==> src/hdl/bsfc_pkg.sv <==
`timescale 1ns / 1ps
`default_nettype none
// ----------------------------------------------------------------------------
// bsfc_pkg: shared definitions for the burst squelch frame capture block
// Register indexes, field widths, reset values and the flag bundle passed
// from the noise floor tracker to the capture control.
// ----------------------------------------------------------------------------
package bsfc_pkg;

  // Defaults for the top level parameters.
  localparam int unsigned MAX_CAPTURE_DEF = 262144;
  localparam int unsigned SAMPLE_BITS_DEF = 16;

  // Configuration port.
  localparam int unsigned CFG_W     = 19;
  localparam int unsigned CFG_IDX_W = 3;

  // Register indexes.
  localparam logic [CFG_IDX_W-1:0] REG_SPS       = 3'd0;
  localparam logic [CFG_IDX_W-1:0] REG_BODY_LEN  = 3'd1;
  localparam logic [CFG_IDX_W-1:0] REG_FRAME_LEN = 3'd2;
  localparam logic [CFG_IDX_W-1:0] REG_CAPACITY  = 3'd3;
  localparam logic [CFG_IDX_W-1:0] REG_ON_FLOOR  = 3'd4;
  localparam logic [CFG_IDX_W-1:0] REG_OFF_FLOOR = 3'd5;
  localparam logic [CFG_IDX_W-1:0] REG_ALPHA     = 3'd6;

  // Register widths.
  localparam int unsigned SPS_W   = 13;
  localparam int unsigned LEN_W   = 19;
  localparam int unsigned FLOOR_W = 15;
  localparam int unsigned ALPHA_W = 16;

  // Register reset values.
  localparam logic [SPS_W-1:0]   SPS_RST       = 13'd48;
  localparam logic [LEN_W-1:0]   BODY_LEN_RST  = 19'd4800;
  localparam logic [LEN_W-1:0]   FRAME_LEN_RST = 19'd7392;
  localparam logic [LEN_W-1:0]   CAPACITY_RST  = 19'd7440;
  localparam logic [FLOOR_W-1:0] ON_FLOOR_RST  = 15'd655;
  localparam logic [FLOOR_W-1:0] OFF_FLOOR_RST = 15'd328;
  localparam logic [ALPHA_W-1:0] ALPHA_RST     = 16'd66;

  // Fixed point scale of the noise floor and threshold multipliers.
  localparam int unsigned FRAC_BITS = 16;
  localparam int unsigned ON_MULT   = 6;
  localparam int unsigned OFF_MULT  = 3;

  // Silence detection.
  localparam int unsigned              QUIET_W         = 14;
  localparam logic [QUIET_W-1:0]       QUIET_MAX       = 14'd16383;
  localparam int unsigned              SIL_W           = 15;
  localparam int unsigned              SILENCE_SYMBOLS = 3;

  // Per-sample decisions from the floor tracker.
  typedef struct packed {
    logic trigger;
    logic quiet;
  } floor_flags_t;

endpackage : bsfc_pkg
`default_nettype wire

==> src/hdl/bsfc_in_if.sv <==
`timescale 1ns / 1ps
`default_nettype none
// ----------------------------------------------------------------------------
// bsfc_in_if: sample input channel
// Valid/ready channel carrying one signed audio sample per beat.
// ----------------------------------------------------------------------------
interface bsfc_in_if #(
  parameter int unsigned SAMPLE_BITS = bsfc_pkg::SAMPLE_BITS_DEF
);
  logic                          valid;
  logic                          ready;
  logic signed [SAMPLE_BITS-1:0] sample;

  modport source (output valid, output sample, input ready);
  modport sink   (input valid, input sample, output ready);
endinterface : bsfc_in_if
`default_nettype wire

==> src/hdl/bsfc_out_if.sv <==
`timescale 1ns / 1ps
`default_nettype none
// ----------------------------------------------------------------------------
// bsfc_out_if: capture result channel
// Valid/ready channel carrying one capture result per beat.
// ----------------------------------------------------------------------------
interface bsfc_out_if #(
  parameter int unsigned SAMPLE_BITS = bsfc_pkg::SAMPLE_BITS_DEF,
  parameter int unsigned MAX_CAPTURE = bsfc_pkg::MAX_CAPTURE_DEF
);
  localparam int unsigned IDX_W = $clog2(MAX_CAPTURE);
  localparam int unsigned CNT_W = $clog2(MAX_CAPTURE + 1);

  logic                          valid;
  logic                          ready;
  logic                          store_valid;
  logic [IDX_W-1:0]              store_index;
  logic signed [SAMPLE_BITS-1:0] stored_sample;
  logic                          frame_ready;
  logic [CNT_W-1:0]              frame_samples;
  logic                          collecting;

  modport source (
    output valid, output store_valid, output store_index, output stored_sample,
    output frame_ready, output frame_samples, output collecting, input ready
  );
  modport sink (
    input valid, input store_valid, input store_index, input stored_sample,
    input frame_ready, input frame_samples, input collecting, output ready
  );
endinterface : bsfc_out_if
`default_nettype wire

==> src/hdl/bsfc_floor.sv <==
`timescale 1ns / 1ps
`default_nettype none
// ----------------------------------------------------------------------------
// bsfc_floor: adaptive noise floor tracker
// Compares a magnitude against the trigger and quiet thresholds derived from
// the current floor, and computes the smoothed floor for the next sample.
// ----------------------------------------------------------------------------
module bsfc_floor #(
  parameter int unsigned SAMPLE_BITS = bsfc_pkg::SAMPLE_BITS_DEF,
  localparam int unsigned AX_W = SAMPLE_BITS - 1,
  localparam int unsigned NW   = AX_W + bsfc_pkg::FRAC_BITS
) (
  input  wire logic [AX_W-1:0]                ax_i,
  input  wire logic [NW-1:0]                  noise_i,
  input  wire logic [bsfc_pkg::ALPHA_W-1:0]   alpha_i,
  input  wire logic [bsfc_pkg::FLOOR_W-1:0]   on_floor_i,
  input  wire logic [bsfc_pkg::FLOOR_W-1:0]   off_floor_i,
  output      logic [NW-1:0]                  noise_o,
  output      bsfc_pkg::floor_flags_t         flags_o
);

  // Threshold compare width: room for 6x the floor and for a floor constant.
  localparam int unsigned TA = NW + 3;
  localparam int unsigned TB = bsfc_pkg::FLOOR_W + bsfc_pkg::FRAC_BITS;
  localparam int unsigned TW = (TA > TB) ? TA : TB;
  // Smoothing product widths.
  localparam int unsigned PW = NW + bsfc_pkg::ALPHA_W + 2;
  localparam int unsigned SW = PW - bsfc_pkg::FRAC_BITS;

  logic [NW-1:0]        axs;
  logic [TW-1:0]        axs_w;
  logic [TW-1:0]        on_noise;
  logic [TW-1:0]        on_min;
  logic [TW-1:0]        off_noise;
  logic [TW-1:0]        off_min;
  logic signed [NW:0]   diff;
  logic signed [PW-1:0] prod;
  logic signed [SW-1:0] step;
  logic signed [SW-1:0] sum;

  assign axs   = {ax_i, {bsfc_pkg::FRAC_BITS{1'b0}}};
  assign axs_w = TW'(axs);

  // Thresholds; a compare against max(a, b) splits into two compares.
  assign on_noise  = TW'(noise_i) * TW'(bsfc_pkg::ON_MULT);
  assign on_min    = TW'(on_floor_i) << bsfc_pkg::FRAC_BITS;
  assign off_noise = TW'(noise_i) * TW'(bsfc_pkg::OFF_MULT);
  assign off_min   = TW'(off_floor_i) << bsfc_pkg::FRAC_BITS;

  assign flags_o.trigger = (axs_w > on_noise) && (axs_w > on_min);
  assign flags_o.quiet   = (axs_w < off_noise) || (axs_w < off_min);

  // Floor update: the arithmetic shift rounds toward minus infinity.
  assign diff    = $signed({1'b0, axs}) - $signed({1'b0, noise_i});
  assign prod    = diff * $signed({1'b0, alpha_i});
  assign step    = prod[PW-1:bsfc_pkg::FRAC_BITS];
  assign sum     = $signed({2'b00, noise_i}) + step;
  assign noise_o = sum[NW-1:0];

endmodule : bsfc_floor
`default_nettype wire

==> src/hdl/burst_squelch_frame_capture.sv <==
`timescale 1ns / 1ps
`default_nettype none
// ----------------------------------------------------------------------------
// burst_squelch_frame_capture: squelch gated burst capture front end
// Tracks a noise floor, starts a capture on a loud sample and reports buffer
// writes and decode requests for each incoming sample.
// ----------------------------------------------------------------------------
// Usage:
//   Samples enter on in_if, one beat per sample. Every sample yields exactly
//   one result beat on out_if: the buffer write (store_valid, store_index,
//   stored_sample), a decode request (frame_ready, frame_samples) and the
//   mode after the sample (collecting).
//   Registers are written through cfg_we_i/cfg_idx_i/cfg_data_i while no
//   sample is in flight; writes take effect at once.
//   An accepted input beat passes through the input register, then through
//   the floor update and the capture control into the result register.
//   Throughput is one sample per cycle while the receiver keeps out_if.ready
//   high, set by the floor update loop (one multiply and add) that feeds
//   each sample's threshold decision from the previous sample's floor.
//   When the receiver stalls, the result register holds its beat and the
//   input register still takes one more sample; in_if.ready falls only when
//   both are full. Reset returns to searching with a zero floor and clears
//   both counters and the registers to their defaults.
// ----------------------------------------------------------------------------
module burst_squelch_frame_capture #(
  parameter int unsigned MAX_CAPTURE = bsfc_pkg::MAX_CAPTURE_DEF,
  parameter int unsigned SAMPLE_BITS = bsfc_pkg::SAMPLE_BITS_DEF
) (
  input  wire logic                             clk_i,
  input  wire logic                             rst_ni,
  input  wire logic                             cfg_we_i,
  input  wire logic [bsfc_pkg::CFG_IDX_W-1:0]   cfg_idx_i,
  input  wire logic [bsfc_pkg::CFG_W-1:0]       cfg_data_i,
  bsfc_in_if.sink                               in_if,
  bsfc_out_if.source                            out_if
);

  localparam int unsigned AX_W  = SAMPLE_BITS - 1;
  localparam int unsigned NW    = AX_W + bsfc_pkg::FRAC_BITS;
  localparam int unsigned IDX_W = $clog2(MAX_CAPTURE);
  localparam int unsigned CNT_W = $clog2(MAX_CAPTURE + 1);
  localparam int unsigned CMP_W = (CNT_W > bsfc_pkg::CFG_W) ? CNT_W : bsfc_pkg::CFG_W;
  localparam int unsigned SIL_W = bsfc_pkg::SIL_W;

  // Configuration registers.
  logic [bsfc_pkg::SPS_W-1:0]   sps_q;
  logic [bsfc_pkg::LEN_W-1:0]   body_len_q;
  logic [bsfc_pkg::LEN_W-1:0]   frame_len_q;
  logic [bsfc_pkg::LEN_W-1:0]   capacity_q;
  logic [bsfc_pkg::FLOOR_W-1:0] on_floor_q;
  logic [bsfc_pkg::FLOOR_W-1:0] off_floor_q;
  logic [bsfc_pkg::ALPHA_W-1:0] alpha_q;

  // Input register.
  logic                          in_valid_q;
  logic signed [SAMPLE_BITS-1:0] sample_q;
  logic                          advance;

  // Capture state.
  logic                          mode_q, mode_d;
  logic [NW-1:0]                 noise_q, noise_d;
  logic [CNT_W-1:0]              count_q, count_d;
  logic [bsfc_pkg::QUIET_W-1:0]  quiet_q, quiet_d;

  // Result register.
  logic                          out_valid_q;
  logic                          st_valid_q, st_valid_d;
  logic [IDX_W-1:0]              st_index_q, st_index_d;
  logic signed [SAMPLE_BITS-1:0] st_sample_q, st_sample_d;
  logic                          fr_ready_q, fr_ready_d;
  logic [CNT_W-1:0]              fr_samples_q, fr_samples_d;

  // Datapath signals.
  logic [SAMPLE_BITS-1:0]        mag_full;
  logic [AX_W-1:0]               ax;
  logic [NW-1:0]                 noise_upd;
  bsfc_pkg::floor_flags_t        flags;
  logic [CMP_W-1:0]              cap_raw;
  logic [CMP_W-1:0]              cap_eff;
  logic                          room;
  logic [CNT_W-1:0]              count_inc;
  logic [bsfc_pkg::QUIET_W-1:0]  quiet_inc;
  logic [SIL_W-1:0]              silence_lim;
  logic                          full_hit;
  logic                          silence_hit;

  // Configuration writes.
  always_ff @(posedge clk_i or negedge rst_ni) begin
    if (!rst_ni) begin
      sps_q       <= bsfc_pkg::SPS_RST;
      body_len_q  <= bsfc_pkg::BODY_LEN_RST;
      frame_len_q <= bsfc_pkg::FRAME_LEN_RST;
      capacity_q  <= bsfc_pkg::CAPACITY_RST;
      on_floor_q  <= bsfc_pkg::ON_FLOOR_RST;
      off_floor_q <= bsfc_pkg::OFF_FLOOR_RST;
      alpha_q     <= bsfc_pkg::ALPHA_RST;
    end else if (cfg_we_i) begin
      case (cfg_idx_i)
        bsfc_pkg::REG_SPS:       sps_q       <= cfg_data_i[bsfc_pkg::SPS_W-1:0];
        bsfc_pkg::REG_BODY_LEN:  body_len_q  <= cfg_data_i[bsfc_pkg::LEN_W-1:0];
        bsfc_pkg::REG_FRAME_LEN: frame_len_q <= cfg_data_i[bsfc_pkg::LEN_W-1:0];
        bsfc_pkg::REG_CAPACITY:  capacity_q  <= cfg_data_i[bsfc_pkg::LEN_W-1:0];
        bsfc_pkg::REG_ON_FLOOR:  on_floor_q  <= cfg_data_i[bsfc_pkg::FLOOR_W-1:0];
        bsfc_pkg::REG_OFF_FLOOR: off_floor_q <= cfg_data_i[bsfc_pkg::FLOOR_W-1:0];
        bsfc_pkg::REG_ALPHA:     alpha_q     <= cfg_data_i[bsfc_pkg::ALPHA_W-1:0];
        default: begin
        end
      endcase
    end
  end

  // Handshake: the sample in the input register moves on when the result
  // register is empty or is being drained this cycle.
  assign advance      = in_valid_q && (!out_valid_q || out_if.ready);
  assign in_if.ready  = !in_valid_q || advance;

  always_ff @(posedge clk_i or negedge rst_ni) begin
    if (!rst_ni) begin
      in_valid_q <= 1'b0;
    end else if (in_if.ready) begin
      in_valid_q <= in_if.valid;
    end
  end

  always_ff @(posedge clk_i) begin
    if (in_if.valid && in_if.ready) begin
      sample_q <= in_if.sample;
    end
  end

  // Magnitude, saturated so that the most negative sample maps to full scale.
  assign mag_full = sample_q[SAMPLE_BITS-1] ? (~sample_q + 1'b1) : sample_q;
  assign ax       = mag_full[SAMPLE_BITS-1] ? {AX_W{1'b1}} : mag_full[AX_W-1:0];

  bsfc_floor #(
    .SAMPLE_BITS (SAMPLE_BITS)
  ) u_floor (
    .ax_i        (ax),
    .noise_i     (noise_q),
    .alpha_i     (alpha_q),
    .on_floor_i  (on_floor_q),
    .off_floor_i (off_floor_q),
    .noise_o     (noise_upd),
    .flags_o     (flags)
  );

  // Effective capacity, clamped to 1 .. MAX_CAPTURE.
  assign cap_raw = CMP_W'(capacity_q);
  always_comb begin
    if (cap_raw == '0) begin
      cap_eff = CMP_W'(1);
    end else if (cap_raw > CMP_W'(MAX_CAPTURE)) begin
      cap_eff = CMP_W'(MAX_CAPTURE);
    end else begin
      cap_eff = cap_raw;
    end
  end

  // Collecting step: buffer write, quiet run and end-of-burst checks.
  assign room        = CMP_W'(count_q) < cap_eff;
  assign count_inc   = room ? (count_q + 1'b1) : count_q;
  assign quiet_inc   = !flags.quiet ? '0 :
                       (quiet_q != bsfc_pkg::QUIET_MAX) ? (quiet_q + 1'b1) : quiet_q;
  assign silence_lim = SIL_W'(sps_q) * SIL_W'(bsfc_pkg::SILENCE_SYMBOLS);
  assign full_hit    = (CMP_W'(count_inc) >= CMP_W'(frame_len_q)) ||
                       (CMP_W'(count_inc) >= cap_eff);
  assign silence_hit = SIL_W'(quiet_inc) > silence_lim;

  // Next state and result for the sample in the input register.
  always_comb begin
    mode_d       = mode_q;
    noise_d      = noise_q;
    count_d      = count_q;
    quiet_d      = quiet_q;
    st_valid_d   = 1'b0;
    st_index_d   = '0;
    st_sample_d  = '0;
    fr_ready_d   = 1'b0;
    fr_samples_d = '0;
    if (!mode_q) begin
      noise_d = noise_upd;
      if (flags.trigger) begin
        mode_d      = 1'b1;
        quiet_d     = '0;
        count_d     = CNT_W'(1);
        st_valid_d  = 1'b1;
        st_sample_d = sample_q;
      end
    end else begin
      st_valid_d  = room;
      st_index_d  = room ? count_q[IDX_W-1:0] : '0;
      st_sample_d = room ? sample_q : '0;
      count_d     = count_inc;
      quiet_d     = quiet_inc;
      if (full_hit) begin
        fr_ready_d   = 1'b1;
        fr_samples_d = count_inc;
        mode_d       = 1'b0;
        count_d      = '0;
        quiet_d      = '0;
      end else if (silence_hit) begin
        if (CMP_W'(count_inc) >= CMP_W'(body_len_q)) begin
          fr_ready_d   = 1'b1;
          fr_samples_d = count_inc;
        end
        mode_d  = 1'b0;
        count_d = '0;
        quiet_d = '0;
      end
    end
  end

  // State registers, updated once per sample.
  always_ff @(posedge clk_i or negedge rst_ni) begin
    if (!rst_ni) begin
      mode_q  <= 1'b0;
      noise_q <= '0;
      count_q <= '0;
      quiet_q <= '0;
    end else if (advance) begin
      mode_q  <= mode_d;
      noise_q <= noise_d;
      count_q <= count_d;
      quiet_q <= quiet_d;
    end
  end

  // Result register.
  always_ff @(posedge clk_i or negedge rst_ni) begin
    if (!rst_ni) begin
      out_valid_q <= 1'b0;
    end else if (advance) begin
      out_valid_q <= 1'b1;
    end else if (out_if.ready) begin
      out_valid_q <= 1'b0;
    end
  end

  always_ff @(posedge clk_i) begin
    if (advance) begin
      st_valid_q   <= st_valid_d;
      st_index_q   <= st_index_d;
      st_sample_q  <= st_sample_d;
      fr_ready_q   <= fr_ready_d;
      fr_samples_q <= fr_samples_d;
    end
  end

  assign out_if.valid         = out_valid_q;
  assign out_if.store_valid   = st_valid_q;
  assign out_if.store_index   = st_index_q;
  assign out_if.stored_sample = st_sample_q;
  assign out_if.frame_ready   = fr_ready_q;
  assign out_if.frame_samples = fr_samples_q;
  assign out_if.collecting    = mode_q;

`ifndef SYNTHESIS
  // While searching, both counters stay cleared.
  a_search_clear: assert property (@(posedge clk_i) disable iff (!rst_ni)
    !mode_q |-> (count_q == '0) && (quiet_q == '0))
    else $error("counters not cleared while searching");

  // A decode request always ends the burst.
  a_ready_ends: assert property (@(posedge clk_i) disable iff (!rst_ni)
    out_valid_q && fr_ready_q |-> !mode_q)
    else $error("decode request while still collecting");

  // A decode request never reports an empty capture.
  a_ready_len: assert property (@(posedge clk_i) disable iff (!rst_ni)
    out_valid_q && fr_ready_q |-> (fr_samples_q != '0))
    else $error("decode request with zero samples");

  // Index zero is written only by the trigger sample, which starts collecting.
  a_trigger_mode: assert property (@(posedge clk_i) disable iff (!rst_ni)
    out_valid_q && st_valid_q && (st_index_q == '0) |-> mode_q)
    else $error("index zero written without entering collection");
`endif

endmodule : burst_squelch_frame_capture
`default_nettype wire

==> src/flat_wrapper.sv <==
// flat-port wrapper written by rule: the top's interface ports become plain ports
module burst_squelch_frame_capture_flat 
#(
  parameter int unsigned MAX_CAPTURE = bsfc_pkg::MAX_CAPTURE_DEF,
  parameter int unsigned SAMPLE_BITS = bsfc_pkg::SAMPLE_BITS_DEF
)
  (clk_i, rst_ni, cfg_we_i, cfg_idx_i, cfg_data_i, in_if_valid, in_if_sample, in_if_ready, out_if_valid, out_if_store_valid, out_if_store_index, out_if_stored_sample, out_if_frame_ready, out_if_frame_samples, out_if_collecting, out_if_ready);
  bsfc_in_if #(.SAMPLE_BITS(SAMPLE_BITS)) in_if_i ();
  bsfc_out_if #(.SAMPLE_BITS(SAMPLE_BITS), .MAX_CAPTURE(MAX_CAPTURE)) out_if_i ();
  input  wire logic clk_i;
  input  wire logic rst_ni;
  input  wire logic cfg_we_i;
  input  wire logic [bsfc_pkg::CFG_IDX_W-1:0] cfg_idx_i;
  input  wire logic [bsfc_pkg::CFG_W-1:0] cfg_data_i;
  input wire logic [$bits(in_if_i.valid)-1:0] in_if_valid;
  input wire logic [$bits(in_if_i.sample)-1:0] in_if_sample;
  output wire logic [$bits(in_if_i.ready)-1:0] in_if_ready;
  output wire logic [$bits(out_if_i.valid)-1:0] out_if_valid;
  output wire logic [$bits(out_if_i.store_valid)-1:0] out_if_store_valid;
  output wire logic [$bits(out_if_i.store_index)-1:0] out_if_store_index;
  output wire logic [$bits(out_if_i.stored_sample)-1:0] out_if_stored_sample;
  output wire logic [$bits(out_if_i.frame_ready)-1:0] out_if_frame_ready;
  output wire logic [$bits(out_if_i.frame_samples)-1:0] out_if_frame_samples;
  output wire logic [$bits(out_if_i.collecting)-1:0] out_if_collecting;
  input wire logic [$bits(out_if_i.ready)-1:0] out_if_ready;
  assign in_if_i.valid = in_if_valid;
  assign in_if_i.sample = in_if_sample;
  assign in_if_ready = in_if_i.ready;
  assign out_if_valid = out_if_i.valid;
  assign out_if_store_valid = out_if_i.store_valid;
  assign out_if_store_index = out_if_i.store_index;
  assign out_if_stored_sample = out_if_i.stored_sample;
  assign out_if_frame_ready = out_if_i.frame_ready;
  assign out_if_frame_samples = out_if_i.frame_samples;
  assign out_if_collecting = out_if_i.collecting;
  assign out_if_i.ready = out_if_ready;
  burst_squelch_frame_capture #(.MAX_CAPTURE(MAX_CAPTURE), .SAMPLE_BITS(SAMPLE_BITS)) u_core (.clk_i(clk_i), .rst_ni(rst_ni), .cfg_we_i(cfg_we_i), .cfg_idx_i(cfg_idx_i), .cfg_data_i(cfg_data_i), .in_if(in_if_i), .out_if(out_if_i));
endmodule
==> config.mk <==
export PLATFORM = sky130hd
export DESIGN_NAME = burst_squelch_frame_capture_flat
export DESIGN_NICKNAME = d
export VERILOG_FILES = /design/src/hdl/bsfc_pkg.sv /design/src/hdl/bsfc_in_if.sv /design/src/hdl/bsfc_out_if.sv /design/src/hdl/bsfc_floor.sv /design/src/hdl/burst_squelch_frame_capture.sv /design/src/flat_wrapper.sv
export SDC_FILE = /design/constraint.sdc
export NUM_CORES = 2
export LEC_CHECK = 0
export BUFFER_PORTS_ARGS = -buffer_cell sky130_fd_sc_hd__buf_4
export CAP_MARGIN = 15
export CORE_ASPECT_RATIO = 0.6
export CORE_MARGIN = 1
export CORE_UTILIZATION = 50
export CTS_BUF_LIST = sky130_fd_sc_hd__clkbuf_16
export DETAILED_ROUTE_END_ITERATION = 8
export GPL_TIMING_DRIVEN = 0
export PLACE_DENSITY = 0.74
export SKIP_CTS_REPAIR_TIMING = 1
export SLEW_MARGIN = 10
export SYNTH_ARGS = -nofsm -noshare
export SYNTH_HDL_FRONTEND = slang
export SYNTH_HIERARCHICAL = 1
export SYNTH_SLANG_ARGS = --single-unit
export TNS_END_PERCENT = 5
==> constraint.sdc <==
create_clock -name clk_i -period 9.9 [get_ports clk_i]
set_input_delay 0.495 -clock clk_i [delete_from_list [all_inputs] [get_ports clk_i]]
set_output_delay 0.495 -clock clk_i [all_outputs]
set_load 0.02 [all_outputs]
Word-level counts from Yosys, hierarchy flattened

Index checks and enable logic that the tools add are counted.

Multipliers: 4
Eq/ne operators: 7
Reductions and logical operators: 23
$lt $le $gt $ge: 10
Add/sub/neg operators: 5
Bitwise operators: 2
Multiplexer cells: 31

Operators with widths:

| kind                    | count |
|---|---|
| $mux W19                | 10 |
| $mux W14                | 6 |
| $mul A31 B2 Y33 const B | 2 |
| $mux W16                | 4 |
| $ge A19 B19 Y1          | 3 |
| $mul A32 B17 Y47        | 1 |
| $gt A31 B34 Y1          | 1 |
| $lt A31 B33 Y1          | 1 |
| $sub A31 B31 Y32        | 1 |
| $add A31 B31 Y31        | 1 |
| $gt A31 B31 Y1          | 1 |
| $lt A31 B31 Y1          | 1 |
| $reduce_and A2 Y1       | 10 |
| $add A19 B1 Y19 const B | 1 |
| $gt A19 B19 Y1 const B  | 1 |
| $logic_not A19 Y1       | 1 |
| $lt A19 B19 Y1          | 1 |
| $add A16 B1 Y16 const B | 1 |
| $not A16 Y16            | 1 |
| $gt A14 B15 Y1          | 1 |
| $mul A13 B2 Y15 const B | 1 |
| $mux W15                | 1 |
| $add A14 B1 Y14 const B | 1 |
| $ne A14 B14 Y1 const B  | 1 |
| 10 further kinds        | 29 |

Register bits after elaboration: 254
Bits of input ports: 43
Word-level logic and storage cells: 101

Depth between registers and ports, before layout

Depth in word-level cells: 11
Depth in mapped cells: 48
Mapped depth without buffers: 47

Hierarchy

The synthesis kept the hierarchy.

Modules (own cells, without submodules):

| module                      | instances | seq. area each (um2) | area each (um2) | cells an instance |
|---|---|---|---|---|
| bsfc_floor                  | 1         | 0.0                  | 22377.7         | 2675 |
| burst_squelch_frame_capture | 1         | 6746.5               | 13620.6         | 1196 |

Worst setup path before layout

Ideal clock, no wire load.

Path type: reg2reg
From: register u_core.sample_q[7]
To: register u_core.noise_q[27]
Required time: 9775 ps
Clock period less this slack: 10717 ps
Data arrival time: 10592 ps
Setup time: 125 ps
Stages on the path, launching flop included: 43
Setup slack: -817 ps
Cells stage by stage: edfxtp_1 -> or4_1 -> or3_1 -> nor4_2 -> nand3_1 -> clkbuf_1 -> nand2_1 -> ha_1 -> and4_1 -> a41oi_1 -> o21bai_1 -> a21oi_1 -> xnor2_1 -> clkbuf_1 -> nand2_1 -> fa_1 -> fa_1 -> fa_1 -> [7 not listed] -> a21o_1 -> a21oi_1 -> nor2b_1 -> a21o_1 -> or2_2 -> a21o_1 -> xor2_1 -> ha_1 -> a21o_1 -> a21o_1 -> a2111oi_0 -> o31ai_1 -> a221o_1 -> a21boi_0 -> o31ai_1 -> a21oi_1 -> xnor2_1 -> mux2_2

Word-level cells in the longest chain between the ends: 7

RTL lines:

| element                        | RTL line                           | RTL |
|---|---|---|
| from (decl)                    | burst_squelch_frame_capture.sv:56  | `logic signed [SAMPLE_BITS-1:0] sample_q;` |
| from (signal assigned)         | burst_squelch_frame_capture.sv:127 | `sample_q <= in_if.sample;` |
| $not A16 Y16                   | burst_squelch_frame_capture.sv:132 | `assign mag_full = sample_q[SAMPLE_BITS-1] ? (~sample_q + 1'b1) : sample_q;` |
| $add A16 B1 Y16                | burst_squelch_frame_capture.sv:132 |  |
| $mux W16                       | burst_squelch_frame_capture.sv:132 |  |
| $mux W15                       | burst_squelch_frame_capture.sv:133 | `assign ax = mag_full[SAMPLE_BITS-1] ? {AX_W{1'b1}} : mag_full[AX_W-1:0];` |
| named net u_core.ax[3]         | burst_squelch_frame_capture.sv:75  | `logic [AX_W-1:0] ax;` |
| $sub A31 B31 Y32               | bsfc_floor.sv:54                   | `assign diff = $signed({1'b0, axs}) - $signed({1'b0, noise_i});` |
| $mul A32 B17 Y47               | bsfc_floor.sv:55                   | `assign prod = diff * $signed({1'b0, alpha_i});` |
| $add A31 B31 Y31               | bsfc_floor.sv:57                   | `assign sum = $signed({2'b00, noise_i}) + step;` |
| named net u_core.noise_upd[27] | burst_squelch_frame_capture.sv:76  | `logic [NW-1:0] noise_upd;` |
| to (signal assigned)           | burst_squelch_frame_capture.sv:222 | `noise_q <= noise_d;` |
| to (decl)                      | burst_squelch_frame_capture.sv:61  | `logic [NW-1:0] noise_q, noise_d;` |

The timed path passes the listed nets, and every way through them passes these cells.
A chain may end at the register's enable or synchronous reset.

Final worst setup path

From: register u_core.sample_q[6]
To: register u_core.noise_q[30]

The elaborated chain is that of the path after synthesis.

==> summary.txt <==
Synth
  • Asr flop ratio synth: 0.720
  • Yosys top cell by area: fa_1
  • Post-synth EDFFs: 71
  • Cell with the most instances after synthesis: inv_1
  • Post-Syn Nets: 4760
  • Post-synth top area share: 0.266
  • Syn avg cell area: 9.30 um^2
  • Mapped Area: 36000 um^2
  • Post-Synthesis Cells: 3871
  • Synth cell count leaders: inv_1, nand2_1, fa_1
  • Synth Flop Type: dfrtp_1
  • Area contributors post-synth: fa_1, ha_1, dfrtp_1
  • Sequential cell area fraction in the yosys report: 0.187
  • Netlist cell types: 89
  • Yosys warns: 6
  • Synth Register Bits: 254

Drt
  • Via/cell ratio: 5.72
  • DR WL/cell: 21.7 um
  • DR top layer: met5
  • 1st-pass router iterations: 7
  • Final WL: 110 mm
  • First-iteration detailed-routing DRC count: 3089
  • Met2 WL post-DR: 40.2 mm
  • Residual DRC count: 0
  • Post-detailed-route count of antenna-violating nets: 0
  • Metal1 wirelength: 49.0 mm
  • Via Count: 28994
  • DR WL met3: 18.5 mm

Clocking
  • Sink Count: 254
  • TritonCTS clock tree: yes
  • Clock buffer count from CTS: 26
  • H-tree levels: 1
  • Worst-path clk slew: 0.07 ns
  • Latest clock arrival within the worst-skew pair: 0.59 ns
  • CTS root buf: clkbuf_16
  • Clock buffer depth: 3

Worst setup path
  • Slowest cell on the critical path: or4_4
  • CP max stage delay: 0.56 ns
  • Setup crit end kind: flop
  • Worst setup SP type: flop
  • Worst EP arrival: 11.60 ns
  • Largest delay share family, worst path: adder cells
  • WP data required: 10.38 ns
  • Crit-path max FO: 5
  • Crit Path Category: flop to flop
  • Buf/Inv on CP: 5

Floorplan
  • Core area: 70600 um^2
  • Row cnt: 75
  • Die area: 73100 um^2
  • Height of the die: 210 um
  • IO Count: 101
  • Initial Util: 0.510
  • Die width: 348 um

Global route
  • Largest net degree at the start of global routing: 109
  • Global-route wire length before repair: 165 mm
  • Initial antenna violation count: 1
  • Remaining Overflow, GRT: 0
  • Vias in the first global route: 27867
  • Total track usage: 0.296

Timing
  • Hold slack: 0.0788 ns
  • Setup WS post-layout: -1.22 ns
  • F_max: 89.9 MHz
  • Rel. slew slack: 0.334
  • RSZ-0062 raised after global routing: true
  • Skew final: 0.0468 ns
  • Final hold vios: 0
  • Slew Limit Fails: 0
  • Measured slew at the worst slew-check pin: 0.999 ns
  • # setup viols final: 20
  • Final min period: 11.12 ns
  • Fin crit share: 1.12

Final layout
  • Total Nets Final: 4978
  • Fillers: 5999
  • Layout area overhead: 14.8%
  • Share of post-route cells with drive strength above 1: 0.161

Run status
  • Failing checks: negative setup slack
  • Outcome: finished, violations left

Placed design
  • IO Port Bufs: 98
  • Placer Congestion: 0.995
  • Post-DP HPWL: 87.6 mm

Min path
  • HP Class: input port to flop

Flow run
  • Max Cap Viol: 0
[cell families after synthesis]
group,share of synthesized area
XOR/XNOR,0.0400
adder cells (fa/ha/maj),0.394
AO/OA/AOI/OAI,0.0958
buffers and inverters,0.0891
multiplexers,0.0355
AND/OR/NAND/NOR,0.158
flip-flops,0.187
[routing by layer]
metal / vias to the layer above / track usage
met2: 1738 / 0.356
met1: 14183 / 0.463
met4: 4 / 0.0513
met5: - / 0
met3: 165 / 0.145
li1: 12904 / -
[cell type report]
type / instances / area (um^2) / share of cell area
antenna: 1 / 2.50 / 0.0000606
buffer: 124 / 664 / 0.0161
clock buffer: 26 / 651 / 0.0157
clock inverter: 22 / 175 / 0.00424
inverter: 722 / 2720 / 0.0658
multi-input combinational: 2771 / 27600 / 0.667
sequential: 254 / 6750 / 0.163
tap: 962 / 1200 / 0.0291
timing repair buffer: 190 / 1580 / 0.0383
[sequential cells by signal, indices dropped and copies added (netlist names), 18 cells and up]
signal                       flops
u_core/noise_q                  31
u_core/body_len_q               19
u_core/cap_raw                  19
u_core/count_q                  19
u_core/frame_len_q              19
u_core/out_if.frame_samples     19
u_core/out_if.store_index       18
[placed cells by master (no fill, tap or decap), types with 17 or more instances in the layout]
cell type	instances
buf_4	182
o21ai_0	92
clkbuf_1	81
clkbuf_16	27
xnor2_1	73
nand2_1	473
nand4_1	30
dfstp_2	28
nand3_1	42
xnor2_4	19
mux2_2	108
fa_1	462
and2_1	223
edfxtp_1	71
ha_1	334
ha_4	24
a21oi_2	24
nor3b_1	17
nor2b_1	34
a21oi_1	113
nand2b_1	18
nor2_1	92
dfrtp_1	154
xor2_1	54
inv_1	718
and3_1	27
nor3_1	37
o21a_1	29
a21o_1	86
[through the flow]
step	util	instances	setup WS, ns	instance area, um^2	setup TNS, ns
floorplan	-	3871	-0.354	36300	-1.83
global placement	0.542	4931	-3.16	38200	-64.44
detailed placement	0.543	4936	-2.78	38300	-54.41
CTS	0.555	4984	-2.83	39100	-55.51
global route	0.585	5071	-1.45	41300	-20.24
finish	0.585	5072	-1.22	41300	-13.37
[path summary, 6_finish.rpt]
kind,start,end,slack (ns),cells past startpoint
min in group asynchronous,rst_ni,u_core/frame_len_q[14],0.53,2
worst max-delay path,u_core/sample_q[6],u_core/noise_q[30],-1.22,46
worst min-delay path,in_if_sample[10],u_core/sample_q[10],0.08,1
worst max register to register,u_core/sample_q[6],u_core/noise_q[30],-1.22,46
worst min register to register,u_core/on_floor_q[6],u_core/on_floor_q[6],0.51,1
max in group asynchronous,rst_ni,u_core/noise_q[0],8.35,3
Power is left out: the tool's default activity adds up to more than one toggle a clock period on the data nets, which glitch-free logic cannot reach.
